--- config.mk ---
export PLATFORM = sky130hd
export DESIGN_NAME = mvpd_div
export DESIGN_NICKNAME = d
export VERILOG_FILES = /design/src/design/mvpd_pkg.sv /design/src/design/mvpd_div.sv
export SDC_FILE = /design/constraint.sdc
export NUM_CORES = 1
export LEC_CHECK = 0
export ABC_CLOCK_PERIOD_IN_PS = 4000
export BUFFER_PORTS_ARGS = -buffer_cell sky130_fd_sc_hd__buf_2
export CAP_MARGIN = 20
export CORE_MARGIN = 4
export CORE_UTILIZATION = 55
export CTS_CLUSTER_DIAMETER = 40
export DETAILED_ROUTE_END_ITERATION = 10
export PLACE_DENSITY = 0.85
export SLEW_MARGIN = 40
export SYNTH_ARGS = -nofsm -noshare
export SYNTH_HDL_FRONTEND = slang
export SYNTH_SLANG_ARGS = --single-unit
--- constraint.sdc ---
create_clock -name clk -period 4 [get_ports clk]
set_input_delay 0.6 -clock clk [delete_from_list [all_inputs] [get_ports clk]]
set_output_delay 0.6 -clock clk [all_outputs]
set_load 0.02 [all_outputs]
--- src/design/mvpd_pkg.sv ---
`timescale 1ns / 1ps
`default_nettype none
// ----------------------------------------------------------------------------
// mvpd_pkg - shared constants for the motor velocity PD controller
// Field widths, item kind codes, register indexes and register reset values.
// ----------------------------------------------------------------------------
package mvpd_pkg;

	// Fraction bits of the filtered velocity (Q16.16)
	localparam int FRAC_BITS = 16;

	// Field widths
	localparam int KIND_W     = 2;
	localparam int DIR_W      = 2;
	localparam int DES_W      = 16;
	localparam int CMD_W      = 11;
	localparam int LIMIT_W    = 10;
	localparam int DUTY_W     = 16;
	localparam int TICK_W     = 16;
	localparam int VEL_W      = 32;
	localparam int ALPHA_W    = 16;
	localparam int SCALE_W    = 24;
	localparam int GAIN_W     = 16;
	localparam int PWM_W      = 16;
	localparam int DIVIDEND_W = DUTY_W + LIMIT_W;
	localparam int DIV_CNT_W  = $clog2(DUTY_W + 1);

	// Configuration port
	localparam int CFG_ADDR_W = 3;
	localparam int CFG_DATA_W = 24;

	// Item kinds
	localparam logic [KIND_W-1:0] KIND_EDGE   = 2'd0;
	localparam logic [KIND_W-1:0] KIND_SAMPLE = 2'd1;
	localparam logic [KIND_W-1:0] KIND_CTRL   = 2'd2;
	localparam logic [KIND_W-1:0] KIND_NONE   = 2'd3;

	// Register indexes
	localparam logic [CFG_ADDR_W-1:0] REG_LOOP_MODE = 3'd0;
	localparam logic [CFG_ADDR_W-1:0] REG_ALPHA     = 3'd1;
	localparam logic [CFG_ADDR_W-1:0] REG_SCALE     = 3'd2;
	localparam logic [CFG_ADDR_W-1:0] REG_KP        = 3'd3;
	localparam logic [CFG_ADDR_W-1:0] REG_KD        = 3'd4;
	localparam logic [CFG_ADDR_W-1:0] REG_LIMIT     = 3'd5;
	localparam logic [CFG_ADDR_W-1:0] REG_PWM_TOP   = 3'd6;

	// Loop modes
	localparam logic MODE_CLOSED = 1'b0;
	localparam logic MODE_OPEN   = 1'b1;

	// Register reset values
	localparam logic [ALPHA_W-1:0] ALPHA_RST = 16'd32768;
	localparam logic [SCALE_W-1:0] SCALE_RST = 24'd65536;
	localparam logic [GAIN_W-1:0]  KP_RST    = 16'd154;
	localparam logic [GAIN_W-1:0]  KD_RST    = 16'd1024;
	localparam logic [LIMIT_W-1:0] LIMIT_RST = 10'd1000;
	localparam logic [PWM_W-1:0]   PWM_RST   = 16'd1023;

endpackage
`default_nettype wire

--- src/design/mvpd_div.sv ---
`timescale 1ns / 1ps
`default_nettype none
// ----------------------------------------------------------------------------
// mvpd_div - iterative duty divider
// Restoring division, one quotient bit a cycle. The dividend's upper part
// must be below the divisor so that the quotient fits DUTY_W bits.
// ----------------------------------------------------------------------------
module mvpd_div
	import mvpd_pkg::*;
(
	input  wire logic                  clk,
	input  wire logic                  arst_n,
	input  wire logic                  start,
	input  wire logic [DIVIDEND_W-1:0] dividend,
	input  wire logic [LIMIT_W-1:0]    divisor,
	output logic                       done,
	output logic [DUTY_W-1:0]          quotient
);

	logic [LIMIT_W-1:0]   rem_q;
	logic [DUTY_W-1:0]    sh_q;
	logic [DIV_CNT_W-1:0] cnt_q;
	logic                 busy_q;
	logic                 done_q;
	logic [LIMIT_W:0]     trial;
	logic                 fits;
	logic [LIMIT_W:0]     diff;

	// Shift in the next dividend bit and try the subtraction
	always_comb begin
		trial = {rem_q, sh_q[DUTY_W-1]};
		fits  = trial >= {1'b0, divisor};
		diff  = trial - {1'b0, divisor};
	end

	// Control: count the quotient bits, pulse done after the last
	always_ff @(posedge clk or negedge arst_n) begin
		if (!arst_n) begin
			busy_q <= 1'b0;
			done_q <= 1'b0;
			cnt_q  <= '0;
		end else begin
			done_q <= 1'b0;
			if (start) begin
				busy_q <= 1'b1;
				cnt_q  <= DIV_CNT_W'(DUTY_W);
			end else if (busy_q) begin
				cnt_q <= cnt_q - 1'b1;
				if (cnt_q == DIV_CNT_W'(1)) begin
					busy_q <= 1'b0;
					done_q <= 1'b1;
				end
			end
		end
	end

	// Datapath: partial remainder and dividend/quotient shift register
	always_ff @(posedge clk) begin
		if (start) begin
			rem_q <= dividend[DIVIDEND_W-1:DUTY_W];
			sh_q  <= dividend[DUTY_W-1:0];
		end else if (busy_q) begin
			rem_q <= fits ? diff[LIMIT_W-1:0] : trial[LIMIT_W-1:0];
			sh_q  <= {sh_q[DUTY_W-2:0], fits};
		end
	end

	assign done     = done_q;
	assign quotient = sh_q;

	// A division is never restarted while running
	a_no_restart: assert property (@(posedge clk) disable iff (!arst_n)
		start |-> !busy_q)
		else $error("divider restarted while busy");

	// Done follows the last step of a running division
	a_done_after_busy: assert property (@(posedge clk) disable iff (!arst_n)
		done_q |-> !busy_q && $past(busy_q))
		else $error("divider done without a running division");

endmodule
`default_nettype wire

==> metrics <==
register area share after synthesis=0.4745; Syn Nets=230; final setup vio count=0; antenna fix cells=0; Core ar.=0.003442 mm²; DR DRC count=0; crit-path leading delay family=compound AO/OA/AOI/OAI gates; via count=1496; setup bufs post-CTS=0; Layout Area Growth over Synthesis=19.44%; initial core utilization=0.5852; hold_buf cts=0; hpwl dp=2810 µm; Lkg Pwr=1.089 nW; Rows=21; unrepaired setup endpoints after global routing=no; share of layout cells above drive strength 1=0.3632; Max rail drop VDD=0.3591 mV; WP data arrival=2.69 ns; data required time of the critical path=4.04 ns; status=complete, no violations; Clock Tree Buf Depth=2; highest clock rate=0.3768 GHz; Async S/R FF share, synth=0.2121; crit path kind=in2reg; pin count of the biggest net entering global routing=28; PwrDens=622.7 mW/mm²; Boundary Pins=56; Final Max Tran Viols=0; fin crit period=2.654 ns; CP Depth=9; Vias/cell=5.343; Least-Margin Pin Slew=0.6275 ns; post-cts gate resize count=0; gr ovfl total=0; Worst path slowest cell=a41o_1; Slew HR=0.5817; routed wire length=3850 µm; CTS buffer count=5; htree depth=2; number of global-route vias before repair=1418; Synth Flop Type=edfxtp_1; WP buf/inv=2; Worst-Skew Late Latency=0.29 ns; Net count, final=285; initial antenna violation count=0; crit-path cells=buf_2, inv_1, ha_1, a21o_1, a211o_1, o21ai_2, a41o_1, mux2i_1, mux2_2; Max stage delay on crit path=0.56 ns; CTS tree=yes; Die Wd=68.52 µm; gr usage total=0.1848; R2R Path Start=rem_q[5]; most common cell after layout, fill and taps aside=buf_2; Clock Skews=0.005267 ns; number of port buffers=55; number of synthesized register bits=33; Root Driver=clkbuf_8; remaining antenna violation count=0; Synth Cell Area=0.002014 mm²; syn avg cell area=11.32 µm²; Iteration-0 DRC Markers=104; FF-to-FF setup slack=1.37 ns; Setup crit end kind=flop; Yosys warning count=0; Final Hold Fails=0; reg2reg path depth=7; die area=0.004695 mm²; global-route wire length before repair=6237 µm; type of the most critical hold path=in2async; most frequent cells in the layout=55 x buf_2, 26 x edfxtp_1, 17 x mux2_2; Fin Setup TNS=0 ns; first drt pass iteration count=4; Die Y-Extent=68.52 µm; Final Wtd Congestion=0.8417; clock-pin slew on the worst setup and hold paths=0.07 ns; MaxCap Viol Count=0; hold_ws=0.1274 ns; Final period util=0.6634; number of distinct library cells after synthesis=39; Cells after Synth=178; CP Launch Type=primary input; DR WL/cell=13.75 µm; worst-path maximum fanout=16; Post-synth EDFFs=26; Sink Count=33; RR Endpoint=rem_q[0]
==> how the worst max path moves through the flow <==
| stage | start | to | slack [ns] |
|---|---|---|---|
| final | divisor[6] | rem_q[0] | 1.35 |
| after global routing | rem_q[5] | rem_q[1] | 1.23 |
| after floorplan | divisor[6] | rem_q[1] | 1.59 |
| after global placement | divisor[6] | rem_q[1] | 1.12 |
| after detailed placement | divisor[6] | rem_q[0] | 1.02 |
| after CTS | divisor[6] | rem_q[0] | 1.36 |
==> worst register-to-register path, delay by kind of cell, from the launching register on <==
family,cells,cell delay [ns]
DFF,1,0.39
AOI/OAI and AO/OA,4,1.21
adders and majority gates,1,0.36
muxes,2,0.42
==> per-layer routing <==
| metal | track usage | part of all wire | wire (µm) | vias up |
|---|---|---|---|---|
| met3 | 0.07455 | 0.089 | 341 | 4 |
| met1 | 0.2337 | 0.46 | 1757 | 677 |
| met5 | 0 | 0 | 0 | - |
| met4 | 0.07444 | 0.0086 | 33 | 0 |
| met2 | 0.2813 | 0.45 | 1717 | 53 |
| li1 | - | - | - | 762 |
==> cells in the mapped netlist (2+ instances only) <==
master | count | area, µm²
nand2_1 | 9 | 33.78
o211ai_1 | 3 | 22.52
inv_1 | 15 | 56.30
a211oi_1 | 3 | 22.52
nand4_1 | 2 | 12.51
edfxtp_1 | 26 | 780.8
dfrtp_1 | 7 | 175.2
xor2_1 | 6 | 52.55
clkbuf_1 | 5 | 18.77
a21oi_1 | 8 | 40.04
mux2_2 | 17 | 191.4
xnor2_1 | 4 | 35.03
mux2i_1 | 3 | 30.03
nor3_1 | 6 | 30.03
a31oi_1 | 2 | 12.51
ha_1 | 12 | 150.1
buf_6 | 2 | 22.52
nand3b_1 | 5 | 37.54
nor2b_1 | 2 | 12.51
nand2b_1 | 4 | 25.02
o311ai_0 | 2 | 17.52
a211o_1 | 2 | 17.52
o21ai_0 | 5 | 25.02
a21o_1 | 3 | 22.52
nor2_1 | 11 | 41.29
==> metrics by stage <==
step,worst slack (ns),power (mW),util,area (µm²),cells
after CTS,1.363,1.510,0.6990,2406,280
after detailed placement,1.019,1.236,0.6710,2310,272
after global placement,1.121,1.224,0.6710,2310,272
after floorplan,1.592,1.122,-,2014,178
after global routing,1.228,1.620,0.6990,2406,280
final,1.346,1.498,0.6990,2406,280
==> cell type report <==
cell class	count	area, µm²
clock buffer	6	82.58
clock inverter	2	13.76
inverter	15	56.30
fill	261	1036
multi-input combinational	122	957.2
tap	46	57.56
sequential	33	955.9
timing repair buffer	56	282.8
==> state kept, by name, indices dropped and copies added, names as in the netlist <==
name      flops
quotient     16
busy_q        1
rem_q        10
done          1
cnt_q         5
==> kinds of logic (layout without fill, tap and decap cells) <==
logic type	after synthesis	count (layout)	share of synthesized area
buffers and inverters	23	79	0.05031
XOR/XNOR	10	10	0.04348
AO/OA/AOI/OAI	35	35	0.1224
adder cells (fa/ha/maj)	13	13	0.08447
multiplexers	20	20	0.1099
AND/OR/NAND/NOR	44	44	0.1149
flip-flops	33	33	0.4745
==> power by group <==
part / internal, mW / switching [mW] / total [mW]
registers: 0.503 / 0.0660 / 0.569
clock network: 0.139 / 0.128 / 0.267
logic: 0.293 / 0.369 / 0.662
total: 0.935 / 0.563 / 1.50
(Power assumes the default switching activity.)
